--- config.mk ---
export PLATFORM = sky130hd
export DESIGN_NAME = packet_header_xor_chain_deframer_core
export DESIGN_NICKNAME = d
export VERILOG_FILES = /design/src/rtl/phxd_pkg.sv /design/src/rtl/phxd_in_stage.sv /design/src/rtl/phxd_step.sv /design/src/rtl/phxd_out_stage.sv /design/src/rtl/packet_header_xor_chain_deframer_core.sv
export SDC_FILE = /design/constraint.sdc
export NUM_CORES = 1
export LEC_CHECK = 0
export BUFFER_PORTS_ARGS = -buffer_cell sky130_fd_sc_hd__clkbuf_2
export CAP_MARGIN = 20
export CORE_ASPECT_RATIO = 0.7
export CORE_UTILIZATION = 52
export DETAILED_ROUTE_END_ITERATION = 7
export PLACE_DENSITY = 0.73
export RECOVER_POWER = 100
export SLEW_MARGIN = 10
export SYNTH_ARGS = -nofsm -noshare
export SYNTH_HDL_FRONTEND = slang
export SYNTH_SLANG_ARGS = --single-unit
--- constraint.sdc ---
create_clock -name clk_i -period 4.4 [get_ports clk_i]
set_input_delay 0.88 -clock clk_i [delete_from_list [all_inputs] [get_ports clk_i]]
set_output_delay 0.88 -clock clk_i [all_outputs]
set_load 0.01 [all_outputs]
--- src/rtl/phxd_pkg.sv ---
// Shared types, constants and key bytes for the packet header XOR chain deframer.
// No dependencies; imported by every module of the block.
package phxd_pkg;

  localparam int MAX_BUFFER = 2048;
  localparam int KEY_LEN    = 32;
  localparam int KEY_IDX_W  = $clog2(KEY_LEN);
  localparam int POS_W      = $clog2(MAX_BUFFER) + 1;
  localparam int LEN_W      = 16;
  localparam int CMP_W      = ((POS_W > LEN_W) ? POS_W : LEN_W) + 1;

  localparam logic [7:0] HDR_SHORT_A = 8'hC1;
  localparam logic [7:0] HDR_SHORT_B = 8'hC3;
  localparam logic [7:0] HDR_LONG_A  = 8'hC2;
  localparam logic [7:0] HDR_LONG_B  = 8'hC4;

  localparam int START_SHORT = 3;
  localparam int START_LONG  = 4;

  localparam logic [7:0] KEY_BYTES [KEY_LEN] = '{
    8'hAB, 8'h11, 8'hCD, 8'hFE, 8'h18, 8'h23, 8'hC5, 8'hA3,
    8'hCA, 8'h33, 8'hC1, 8'hCC, 8'h66, 8'h67, 8'h21, 8'hF3,
    8'h32, 8'h12, 8'h15, 8'h35, 8'h29, 8'hFF, 8'hFE, 8'h1D,
    8'h44, 8'hEF, 8'hCD, 8'h41, 8'h26, 8'h3C, 8'h4E, 8'h4D
  };

  typedef enum logic [1:0] {
    FORM_NONE  = 2'd0,
    FORM_SHORT = 2'd1,
    FORM_LONG  = 2'd2,
    FORM_BAD   = 2'd3
  } form_e;

  typedef enum logic [1:0] {
    STAT_OK      = 2'd0,
    STAT_BAD_HDR = 2'd1,
    STAT_SHORT   = 2'd2,
    STAT_BAD_LEN = 2'd3
  } status_e;

  typedef struct packed {
    logic [7:0] data;
    logic       last;
  } in_word_t;

  typedef struct packed {
    status_e    status;
    logic       done;
    logic       keep;
    logic [7:0] data;
  } out_word_t;

endpackage

--- src/rtl/phxd_in_stage.sv ---
// Input register of the deframer: captures one stream word.
// Depends on phxd_pkg.
module phxd_in_stage (
  input  logic              clk_i,
  input  logic              rst_ni,
  input  logic              s_axis_tvalid,
  output logic              s_axis_tready,
  input  phxd_pkg::in_word_t word_i,
  input  logic              advance_i,
  output logic              valid_o,
  output phxd_pkg::in_word_t word_o
);
  import phxd_pkg::*;

  logic     valid_q, valid_d;
  in_word_t word_q;
  logic     load;

  assign s_axis_tready = !valid_q || advance_i;
  assign load          = s_axis_tvalid && s_axis_tready;

  always_comb begin
    valid_d = valid_q;
    if (load) begin
      valid_d = 1'b1;
    end else if (advance_i) begin
      valid_d = 1'b0;
    end
  end

  always_ff @(posedge clk_i or negedge rst_ni) begin
    if (!rst_ni) begin
      valid_q <= 1'b0;
    end else begin
      valid_q <= valid_d;
    end
  end

  always_ff @(posedge clk_i) begin
    if (load) begin
      word_q <= word_i;
    end
  end

  assign valid_o = valid_q;
  assign word_o  = word_q;

endmodule

--- src/rtl/phxd_step.sv ---
// Frame state and per-byte logic: header decode, XOR chain, keep and status.
// Depends on phxd_pkg.
module phxd_step (
  input  logic               clk_i,
  input  logic               rst_ni,
  input  logic               advance_i,
  input  phxd_pkg::in_word_t  word_i,
  output phxd_pkg::out_word_t res_o
);
  import phxd_pkg::*;

  logic [POS_W-1:0] pos_q, pos_d;
  form_e            form_q, form_d;
  logic [LEN_W-1:0] len_q, len_d;
  logic [7:0]       prev_q, prev_d;

  logic [CMP_W-1:0] p_ext, len_ext, start;
  logic             valid, chain, keep;
  logic [7:0]       b, o;
  status_e          status;

  assign b       = word_i.data;
  assign p_ext   = CMP_W'(pos_q);

  always_comb begin
    form_d = form_q;
    len_d  = len_q;
    if (pos_q == '0) begin
      if (b == HDR_SHORT_A || b == HDR_SHORT_B) begin
        form_d = FORM_SHORT;
      end else if (b == HDR_LONG_A || b == HDR_LONG_B) begin
        form_d = FORM_LONG;
      end else begin
        form_d = FORM_BAD;
      end
      len_d = '0;
    end else if (pos_q == POS_W'(1) && form_q == FORM_SHORT) begin
      len_d = LEN_W'(b);
    end else if (pos_q == POS_W'(1) && form_q == FORM_LONG) begin
      len_d = {b, 8'h00};
    end else if (pos_q == POS_W'(2) && form_q == FORM_LONG) begin
      len_d = {len_q[LEN_W-1:8], b};
    end
  end

  assign len_ext = CMP_W'(len_d);
  assign valid   = (form_d == FORM_SHORT) || (form_d == FORM_LONG);
  assign start   = (form_d == FORM_SHORT) ? CMP_W'(START_SHORT) : CMP_W'(START_LONG);
  assign chain   = valid && (p_ext >= start) && (p_ext < len_ext);
  assign o       = chain ? (b ^ prev_q ^ KEY_BYTES[pos_q[KEY_IDX_W-1:0]]) : b;

  always_comb begin
    if (!valid) begin
      keep = 1'b0;
    end else if (pos_q == '0 || (pos_q == POS_W'(1) && form_d == FORM_LONG)) begin
      keep = 1'b1;
    end else begin
      keep = p_ext < len_ext;
    end
  end

  always_comb begin
    status = STAT_OK;
    if (word_i.last) begin
      if (p_ext >= CMP_W'(MAX_BUFFER - 1)) begin
        status = STAT_BAD_LEN;
      end else if (!valid) begin
        status = STAT_BAD_HDR;
      end else if (p_ext + CMP_W'(1) < len_ext) begin
        status = STAT_SHORT;
      end
    end
  end

  always_comb begin
    pos_d  = (pos_q < POS_W'(MAX_BUFFER)) ? pos_q + POS_W'(1) : pos_q;
    prev_d = o;
  end

  always_ff @(posedge clk_i or negedge rst_ni) begin
    if (!rst_ni) begin
      pos_q  <= '0;
      form_q <= FORM_NONE;
      len_q  <= '0;
      prev_q <= '0;
    end else if (advance_i) begin
      if (word_i.last) begin
        pos_q  <= '0;
        form_q <= FORM_NONE;
        len_q  <= '0;
        prev_q <= '0;
      end else begin
        pos_q  <= pos_d;
        form_q <= form_d;
        len_q  <= len_d;
        prev_q <= prev_d;
      end
    end
  end

  assign res_o.data   = o;
  assign res_o.keep   = keep;
  assign res_o.done   = word_i.last;
  assign res_o.status = status;

endmodule

--- src/rtl/phxd_out_stage.sv ---
// Result register of the deframer: holds one output word until taken.
// Depends on phxd_pkg.
module phxd_out_stage (
  input  logic                clk_i,
  input  logic                rst_ni,
  input  logic                load_i,
  input  phxd_pkg::out_word_t word_i,
  output logic                space_o,
  output logic                m_axis_tvalid,
  input  logic                m_axis_tready,
  output phxd_pkg::out_word_t word_o
);
  import phxd_pkg::*;

  logic      valid_q, valid_d;
  out_word_t word_q;

  assign space_o = !valid_q || m_axis_tready;

  always_comb begin
    valid_d = valid_q;
    if (load_i) begin
      valid_d = 1'b1;
    end else if (m_axis_tready) begin
      valid_d = 1'b0;
    end
  end

  always_ff @(posedge clk_i or negedge rst_ni) begin
    if (!rst_ni) begin
      valid_q <= 1'b0;
    end else begin
      valid_q <= valid_d;
    end
  end

  always_ff @(posedge clk_i) begin
    if (load_i) begin
      word_q <= word_i;
    end
  end

  assign m_axis_tvalid = valid_q;
  assign word_o        = word_q;

endmodule

--- src/rtl/packet_header_xor_chain_deframer_core.sv ---
// Top level of the packet header XOR chain deframer.
// Depends on phxd_pkg, phxd_in_stage, phxd_step and phxd_out_stage.
//
// Takes one buffer byte per word (tlast on the final byte) and returns one word per byte,
// at a sustained rate of one word per cycle when neither side stalls, through the input register
// and then the result register. The byte is decoded and XOR-chained against the previous
// output byte combinationally between the two registers; that feedback of the previous
// output byte and the frame state sets the rate. Both sides may stall freely. The first
// byte picks the header form, bytes inside the declared length past the header are
// chained with a 32-byte position key, and the word carrying tlast reports the frame
// status in tuser and returns the block to its start-of-frame state.
module packet_header_xor_chain_deframer_core (
  input  logic       clk_i,
  input  logic       rst_ni,
  input  logic       s_axis_tvalid,
  output logic       s_axis_tready,
  input  logic [7:0] s_axis_tdata,   // [7:0] in_byte
  input  logic       s_axis_tlast,   // last_byte
  output logic       m_axis_tvalid,
  input  logic       m_axis_tready,
  output logic [7:0] m_axis_tdata,   // [7:0] out_byte
  output logic       m_axis_tlast,   // done_res
  output logic [2:0] m_axis_tuser    // [0] keep, [2:1] status
);
  import phxd_pkg::*;

  in_word_t  in_word, s1_word;
  out_word_t res_word, out_word;
  logic      s1_valid, out_space, advance;

  assign in_word.data = s_axis_tdata;
  assign in_word.last = s_axis_tlast;
  assign advance      = s1_valid && out_space;

  phxd_in_stage u_in (
    .clk_i         (clk_i),
    .rst_ni        (rst_ni),
    .s_axis_tvalid (s_axis_tvalid),
    .s_axis_tready (s_axis_tready),
    .word_i        (in_word),
    .advance_i     (advance),
    .valid_o       (s1_valid),
    .word_o        (s1_word)
  );

  phxd_step u_step (
    .clk_i     (clk_i),
    .rst_ni    (rst_ni),
    .advance_i (advance),
    .word_i    (s1_word),
    .res_o     (res_word)
  );

  phxd_out_stage u_out (
    .clk_i         (clk_i),
    .rst_ni        (rst_ni),
    .load_i        (advance),
    .word_i        (res_word),
    .space_o       (out_space),
    .m_axis_tvalid (m_axis_tvalid),
    .m_axis_tready (m_axis_tready),
    .word_o        (out_word)
  );

  assign m_axis_tdata = out_word.data;
  assign m_axis_tlast = out_word.done;
  assign m_axis_tuser = {out_word.status, out_word.keep};

endmodule

# ---- Yosys cells after proc, flatten, opt, wreduce, memory -nomap -nowiden
# Memories as Yosys holds them, arrays and structs flattened.
# Cells that the tools add are included.
dict set report word_totals {
  latchBits 0
  rom_bits 256
  out_inout_bits 14
  inputBits 13
  mem_bits_rw 0
  memories 1
  elab_cells 79
  ff_bits 61
}
dict set report classes {
  shift 0
  div_mod_pow 0
  n_mux 24
  magnitude_cmp 6
  n_eq_ne 10
  reduce_logical 21
  multipliers 0
  n_addsub 2
  bitwise_logic 3
}
# name words width read_ports rd_ports_with_merged_regs write_ports line
set mem_list {}
lappend mem_list {{(no name shown)} 32 8 1 0 0 phxd_step.sv:50} ;# assign o = chain ? (b ^ prev_q ^ KEY_BYTES[pos_q[KEY_IDX_W-1:0]]) : b;
# operator count
set ops {}
lappend ops {{$mux 16} 4}
lappend ops {{$mux 8} 5}
lappend ops {{$eq 8x8->1 const B} 4}
lappend ops {{$mux 12} 2}
lappend ops {{$ge 12x17->1} 1}
lappend ops {{$lt 17x16->1} 1}
lappend ops {{$lt 12x16->1} 1}
lappend ops {{$xor 8x8->8} 2}
lappend ops {{$add 12x1->13 const B} 1}
lappend ops {{$add 12x1->12 const B} 1}
lappend ops {{$eq 12x1->1 const B} 1}
lappend ops {{$eq 12x2->1 const B} 1}
lappend ops {{$ge 12x11->1 const B} 1}
lappend ops {{$logic_not 12->1} 1}
lappend ops {{$lt 12x12->1 const B} 1}
lappend ops {{$mux 2} 6}
lappend ops {{$logic_and 1x1->1} 8}
lappend ops {{$ge 6x6->1 const B} 1}
lappend ops {{$logic_or 1x1->1} 6}
lappend ops {{$mux 1} 6}
lappend ops {{$not 5->6} 1}
lappend ops {{$reduce_bool 2->1} 3}
lappend ops {{$eq 2x1->1 const B} 2}
lappend ops {{$eq 2x2->1 const B} 2}
lappend ops {{other kinds (3)} 4}

# ---- Longest topological paths before layout
# Gate-level depths: netlist of run 1.
dict set report depth {
  word_depth 12
  depth_mapped 17
  mapped_depth_nobuf 15
}

# ---- Modules after synthesis
# A second synthesis of run 1 with hierarchy kept.
dict set report unflattened {
  cells_unflattened 474
  hier_area_um2 4485.6
}
# module area_each_um2 seq_area_each_um2 cells_each n_inst
set by_module_without_submodules {}
lappend by_module_without_submodules {phxd_step 3747.3 950.9 445 1}
lappend by_module_without_submodules {phxd_out_stage 407.9 385.4 15 1}
lappend by_module_without_submodules {phxd_in_stage 324.1 295.3 13 1}
lappend by_module_without_submodules {packet_header_xor_chain_deframer_core 6.3 0.0 1 1}

# ---- Least setup slack after synthesis of run 1
# Ideal clock, no wire load.
dict set report synth_path {
  kind {reg-to-reg}
  startpoint {reg u_step.pos_q[1]}
  endpoint {reg u_out.word_q, in the netlist u_out.word_o[6], data pin}
  path_buffers 3
  setup_ps 266
  arrival_ps 4111
  stages_incl_launch_ff 18
  setup_slack_ps 23
  period_less_slack_ps 4377
  required_time_ps 4134
  path_cell_list {dfrtp_1 > clkbuf_1 > inv_1 > ha_1 > and3b_1 > o2111ai_1 > buf_1 > mux2i_1 > or2_2 > ha_1 > a211oi_1 > o21ai_0 > a211oi_1 > nand2_1 > a211oi_4 > buf_4 > nand2_1 > xnor2_1}
}
# item line
set synth_rtl {}
lappend synth_rtl {{from (decl)} phxd_step.sv:12} ;# logic [POS_W-1:0] pos_q, pos_d;
lappend synth_rtl {{from (signal assigned)} phxd_step.sv:93} ;# pos_q <= pos_d;
lappend synth_rtl {{to (signal assigned)} phxd_out_stage.sv:39} ;# word_q <= word_i;
lappend synth_rtl {{to (decl)} phxd_out_stage.sv:16} ;# out_word_t word_q;

==> flow_metrics.py, run 1 <==
metrics = {
    "detailed_routing": {
        "drc": 0,
        "drt_iter0_drc": 370,
        "drtAntennaViolNets": 0,
        "wire_per_inst_um": 18.6,
        "first_pass_iters": 5,
        "via_per_inst": 6.10,
        "vias": 3970,
        "drt-total-wl_um": 12100,
    },
    "worst_setup_path": {
        "r2r_cells": 13,
        "crit_slowest_cell": "or4_4",
        "reg2reg_from": "u_step.pos_q[8]$_DFFE_PN0P_",
        "start_kind": "register",
        "crit_path_start": "u_step.pos_q[8]$_DFFE_PN0P_",
        "reg2reg_to": "u_out.word_o[7]$_DFFE_PP_",
        "slowest_delay_ns": 0.62,
        "crit_chain": "or4_4, or4_4, mux2_2, nand2_1, ha_1, a21o_1, a21o_1, a21oi_1, a21oi_2, a211oi_4, buf_4, nand2_1, xnor2_1",
        "critPathCaptureType": "register",
        "criticalPathCategory": "reg2reg",
        "crit_fanout": 11,
        "crit_family": "simple AND/OR/NAND/NOR gates",
        "worstPathArrival_ns": 4.22,
        "required_ns": 4.49,
        "rrSetupSlack_ns": 0.27,
        "path_buf_inv": 1,
    },
    "cts": {
        "cts_buffer_depth": 2,
        "cts_root_buf": "clkbuf_16",
        "htreeDepth": 3,
        "post-cts-setup-buffers": 0,
        "cts_hold_buf": 0,
        "worstSkewPairLatency_ns": 0.34,
        "cts_inserted_buffers": 9,
        "cts_tree": "done",
        "cts_resized": 0,
        "cts.clk_slew.worst_paths_ns": 0.05,
        "cts_num_sinks": 61,
    },
    "synthesis": {
        "syn-cell-area_um2": 4550,
        "synth_area_leaders": "dfrtp_1 22%, edfxtp_1 14%, ha_1 9.9%",
        "synth_top_flop_cell": "dfrtp_1",
        "ys_warn_count": 0,
        "yosys-top-cells-count": "56 x nand2_1, 41 x o21ai_0, 40 x dfrtp_1",
        "synthesis.nets": 538,
        "synth_seq_cells": 61,
        "async_flop_share_pct": 65.6,
        "yosysTopAreaCell": "dfrtp_1",
        "synth.top_cell.area_share_pct": 22.0,
        "synth.most_common_cell": "nand2_1",
        "netlist_instances": 489,
        "yosysUniqueCellTypes": 66,
        "synth_edf_count": 21,
        "syn_area_per_cell_um2": 9.31,
        "ys_seq_area_share_pct": 35.8,
    },
    "timing": {
        "final-hold-violation-count": 0,
        "worst_pin_slew_ns": 1.54,
        "period_share_pct": 93.9,
        "rsz0062_at_grt": "no",
        "max_freq_mhz": 242,
        "max_slew_margin_pct": -2.35,
        "setup_viol": 0,
        "tns_ns": 0,
        "holdWs_ns": 0.482,
        "fin_skew_ns": 0.00524,
        "period_needed_ns": 4.13,
        "drv_slew": 27,
    },
    "die": {
        "core_um2": 8480,
        "die_y_um": 80.3,
        "ios": 27,
        "start_util_pct": 53.7,
        "fp.dieW_um": 114,
        "rows": 28,
        "die_area_um2": 9140,
    },
    "min_path": {
        "worstHoldPathCells": 2,
        "min_from": "u_step.len_q[9]$_DFFE_PN0P_",
        "whs_endpoint": "u_step.len_q[9]$_DFFE_PN0P_",
        "hp-class": "reg2reg",
    },
    "global_routing": {
        "antenna_found_initial": 0,
        "grt_max_degree": 41,
        "overflow": 0,
        "grt.busiest_layer": "met1",
        "first_global_vias": 3681,
        "grt_first_pass_wirelength_um": 19800,
        "track_usage_pct": 28.7,
        "gr-usage-met2_pct": 40.6,
        "met3_usage_pct": 8.08,
        "met1_usage_pct": 42.5,
    },
    "power": {
        "p_total_w": 0.00232,
        "ir_drop_mv": 0.317,
        "leakagePower_nw": 2.29,
        "p_per_area_nw_per_um2": 451,
    },
    "run": {
        "maxCapViolations": 1,
    },
    "status": {
        "violations": "capacitance limit, slew limit",
        "status": "finished, violations left",
    },
    "finish": {
        "drive_gt1_share_pct": 14.7,
        "diodes": 0,
        "fin_nets": 575,
        "nFillCells": 729,
        "syn_to_final_growth_pct": 13.2,
        "design_area_um2": 5150,
    },
    "place": {
        "port_buffers": 26,
        "dpl-instance-area_um2": 4920,
        "dpl.hpwl_um": 8780,
        "gp_congestion": 0.913,
    },
}
metal layers:
layer,wire length (um),up-vias
met2,5000,166
met3,1110,19
li1,-,1875
met5,0,-
met1,5820,1910
met4,152,0
report_power, final:
| group | switching [W] | internal, W | total [W] | leakage [nW] |
|---|---|---|---|---|
| Sequential | 0.0000627 | 0.000667 | 0.000730 | 0.740 |
| Combinational | 0.000571 | 0.000380 | 0.000951 | 1.41 |
| Clock | 0.000251 | 0.000391 | 0.000641 | 0.133 |
| Total | 0.000884 | 0.00144 | 0.00232 | 2.29 |
metrics by stage:
step           std cells  setup WS (ns)  util [%]
2_1_floorplan        489         0.0234         -
3_3_place_gp         634          0.387      58.1
3_5_place_dp         634          0.307      58.1
4_1_cts              650          0.295      61.3
5_1_grt              651         0.0295      60.8
6_report             651          0.267      60.8
sequential cells by signal, summed over array words and instances (netlist names):
register	flops
u_in.word_o	9
u_in.valid_o	1
u_out.word_o	12
u_step.pos_q	12
u_step.form_q	2
u_step.prev_q	8
u_out.m_axis_tvalid	1
u_step.len_q	16
cell usage in the layout (no fill, tap or decap), drive strengths merged, types with 5 or more instances in the layout:
master and instances:
o21ai 44, or4 5, ha 36, nand2b 10
xnor2 13, nor2 27, dfrtp 40, nand2 56
nor3 6, or2 8, a211oi 10, mux2i 12
nand3 11, inv 19, xor2 14, a22o 10
clkbuf 43, mux2 7, a21oi 22, edfxtp 21
nor4b 6, nor4 9, buf 23, a21o 9
and3 8
worst max path at each step:
stage          depth (start not counted)                   endpoint
6_report                              13  u_out.word_o[7]$_DFFE_PP_
5_1_grt                               15  u_out.word_o[7]$_DFFE_PP_
4_1_cts                               13  u_out.word_o[7]$_DFFE_PP_
3_5_place_dp                          13  u_out.word_o[7]$_DFFE_PP_
3_3_place_gp                          13  u_out.word_o[7]$_DFFE_PP_
2_1_floorplan                         17  u_out.word_o[6]$_DFFE_PP_
worst min-delay path, cell delays in order (launching register included):
cell and delay [ns]:
dfrtp_1 0.33, nand2_1 0.04, o21ai_0 0.07
cell families (layout without fill, tap and decap cells):
family	Yosys count	in the layout	synth area share (%)
buffers and inverters	48	90	4.20
DFF	61	61	35.8
muxes	21	21	5.63
xor gates and xnor gates	27	27	5.19
AOI/OAI and AO/OA	128	128	19.6
and+or+nand+nor	168	168	19.7
adders and majority gates	36	36	9.89
cell type report:
cell class	instances	area (um^2)	area share (%)
multi-input cells	380	2730	52.9
flip-flops and latches	61	1630	31.7
repair buffers	55	305	5.92
clock buffers	11	243	4.71
well taps	120	150	2.91
inverters	19	71.3	1.38
clock inverters	5	26.3	0.510
No activity file was read; power rests on OpenSTA's default activity.
==> inputs of run 2 (changes only) <==
Settings changed: CORE_UTILIZATION 52 to 30, CTS_CLUSTER_SIZE from default to 40, PLACE_DENSITY 0.73 to default.
==> flow_metrics.py, run 2 (synthesis gave the netlist of run 1 again) <==
metrics = {
    "finish": {
        "layout_common_cells": "55 x nand2_1, 40 x o21ai_0, 40 x dfrtp_1",
        "largest_register": "u_step.len_q",
        "drive_gt1_share_pct": 15.6,
        "design_area_um2": 5280,
        "largest_register_ffs": 16,
        "fin_util_pct": 35.8,
        "nFillCells": 1503,
        "diodes": 0,
        "fin_nets": 577,
        "layout_commonest_cell": "nand2_1",
        "syn_to_final_growth_pct": 16.0,
    },
    "worst_setup_path": {
        "cp.depth": 12,
        "crit_family": "compound AO/OA/AOI/OAI gates",
        "start_kind": "register",
        "critPathCaptureType": "register",
        "crit_chain": "or4_1, or4_4, mux2_2, nand2_1, ha_1, a21o_1, a21o_1, a21oi_1, a21oi_2, a2111oi_1, xor2_1, a22o_1",
        "crit_path_start": "u_step.pos_q[8]$_DFFE_PN0P_",
        "crit_slowest_cell": "or4_4",
        "rrSetupSlack_ns": 0.19,
        "crit_path_end": "u_step.prev_q[5]$_DFFE_PN0P_",
        "reg2reg_from": "u_step.pos_q[8]$_DFFE_PN0P_",
        "crit_fanout": 9,
        "path_buf_inv": 0,
        "crit_top_cell": "a21o_1",
        "criticalPathCategory": "reg2reg",
        "reg2reg_to": "u_step.prev_q[5]$_DFFE_PN0P_",
        "worstPathArrival_ns": 4.43,
        "required_ns": 4.62,
        "r2r_cells": 12,
        "slowest_delay_ns": 0.64,
    },
    "place": {
        "dpl.hpwl_um": 9160,
        "gp_congestion": 0.922,
        "dpl-instance-area_um2": 5030,
        "port_buffers": 26,
        "pre_cts_ws_ns": 0.204,
    },
    "cts": {
        "cts_tree": "done",
        "cts_buffer_depth": 2,
        "cts_hold_buf": 0,
        "worstSkewPairLatency_ns": 0.34,
        "cts.clk_slew.worst_paths_ns": 0.05,
        "cts_root_buf": "clkbuf_16",
        "cts_inserted_buffers": 9,
        "htreeDepth": 3,
        "cts_num_sinks": 61,
    },
    "detailed_routing": {
        "first_pass_iters": 5,
        "drc": 0,
        "vias": 4003,
        "drtAntennaViolNets": 0,
        "wire_per_inst_um": 17.7,
        "drt_iter0_drc": 265,
        "drt-total-wl_um": 12900,
        "via_per_inst": 5.50,
    },
    "timing": {
        "setup_viol": 0,
        "rsz0062_at_grt": "no",
        "tns_ns": 0,
        "max_slew_margin_pct": 13.6,
        "worst_pin_slew_ns": 1.30,
        "max_freq_mhz": 238,
        "setup_ws_ns": 0.192,
        "period_share_pct": 95.6,
        "period_needed_ns": 4.21,
        "drv_slew": 0,
        "final-hold-violation-count": 0,
        "fin_skew_ns": 0.00654,
    },
    "global_routing": {
        "first_global_vias": 3773,
        "grt_max_degree": 40,
        "track_usage_pct": 17.1,
        "grt_first_pass_wirelength_um": 20600,
        "overflow": 0,
        "antenna_found_initial": 0,
    },
    "die": {
        "rows": 37,
        "die_y_um": 105,
        "fp.dieW_um": 149,
        "ios": 27,
        "start_util_pct": 30.8,
        "die_area_um2": 15700,
        "core_um2": 14800,
    },
    "min_path": {
        "hp-class": "reg2reg",
        "min_from": "u_step.len_q[1]$_DFFE_PN0P_",
    },
    "power": {
        "p_per_area_nw_per_um2": 455,
        "leakagePower_nw": 2.32,
        "ir_drop_mv": 0.216,
    },
    "run": {
        "maxCapViolations": 0,
    },
    "status": {
        "status": "completed",
    },
}
## run 2: cell types whose count changed in the layout (fill, tap and decap cells not counted), sizes merged
cell	before	now
a211oi	10	11
clkinv	4	5
clkinvlp	1	0
clkbuf	43	39
buf	23	27
bufinv	0	1
## run 2: layout make-up
cell class	count	area, um^2	share of cell area, %
multi-input cells	381	2730	51.6
flip-flops and latches	61	1630	30.9
repair buffers	56	325	6.16
well taps	195	244	4.62
clock buffers	10	229	4.33
inverters	19	71.3	1.35
clock inverters	6	53.8	1.02
## run 2: through the flow
| step | power [W] | cells | hold slack (ns) |
|---|---|---|---|
| finish | 0.00240 | 728 | 0.480 |
| CTS | 0.00237 | 724 | 0.486 |
| global placement | 0.00164 | 707 | 0.463 |
| detailed placement | 0.00168 | 708 | 0.474 |
| global route | 0.00254 | 728 | 0.509 |
| floorplan | 0.00139 | 489 | 0.444 |
## run 2: power by group
| part | switching, W | internal (W) | total, W | leakage (nW) |
|---|---|---|---|---|
| sequential | 0.0000657 | 0.000667 | 0.000733 | 0.740 |
| clock | 0.000261 | 0.000432 | 0.000693 | 0.143 |
| combinational | 0.000572 | 0.000406 | 0.000978 | 1.44 |
## run 2: metal layers
| metal | up-vias | global-route usage (%) | wire length (um) |
|---|---|---|---|
| met4 | 0 | 3.57 | 120 |
| li1 | 1885 | - | - |
| met5 | - | 0 | 0 |
| met1 | 1946 | 25.9 | 6310 |
| met2 | 157 | 24.5 | 5450 |
| met3 | 15 | 3.49 | 987 |
## run 2: repair_timing
action,4_1_cts,5_1_grt
resized for setup,0,4
setup buffers,0,3
endpoints found under the setup margin,0,11
## run 2: worst min-delay path by stage
stage                                               to  slack (ns)  cells after the start
after floorplan           u_step.len_q[10]$_DFFE_PN0P_        0.44                      2
after global placement     u_step.len_q[1]$_DFFE_PN0P_        0.46                      2
after detailed placement   u_step.len_q[4]$_DFFE_PN0P_        0.47                      2
after CTS                  u_step.len_q[4]$_DFFE_PN0P_        0.49                      2
after global routing       u_step.len_q[5]$_DFFE_PN0P_        0.51                      2
final                      u_step.len_q[1]$_DFFE_PN0P_        0.48                      2
## run 2: tightest hold or removal path, cell delays in order, from the launching register on
cell and delay (ns):
dfrtp_1 0.34, nand2_1 0.05, o21ai_0 0.06
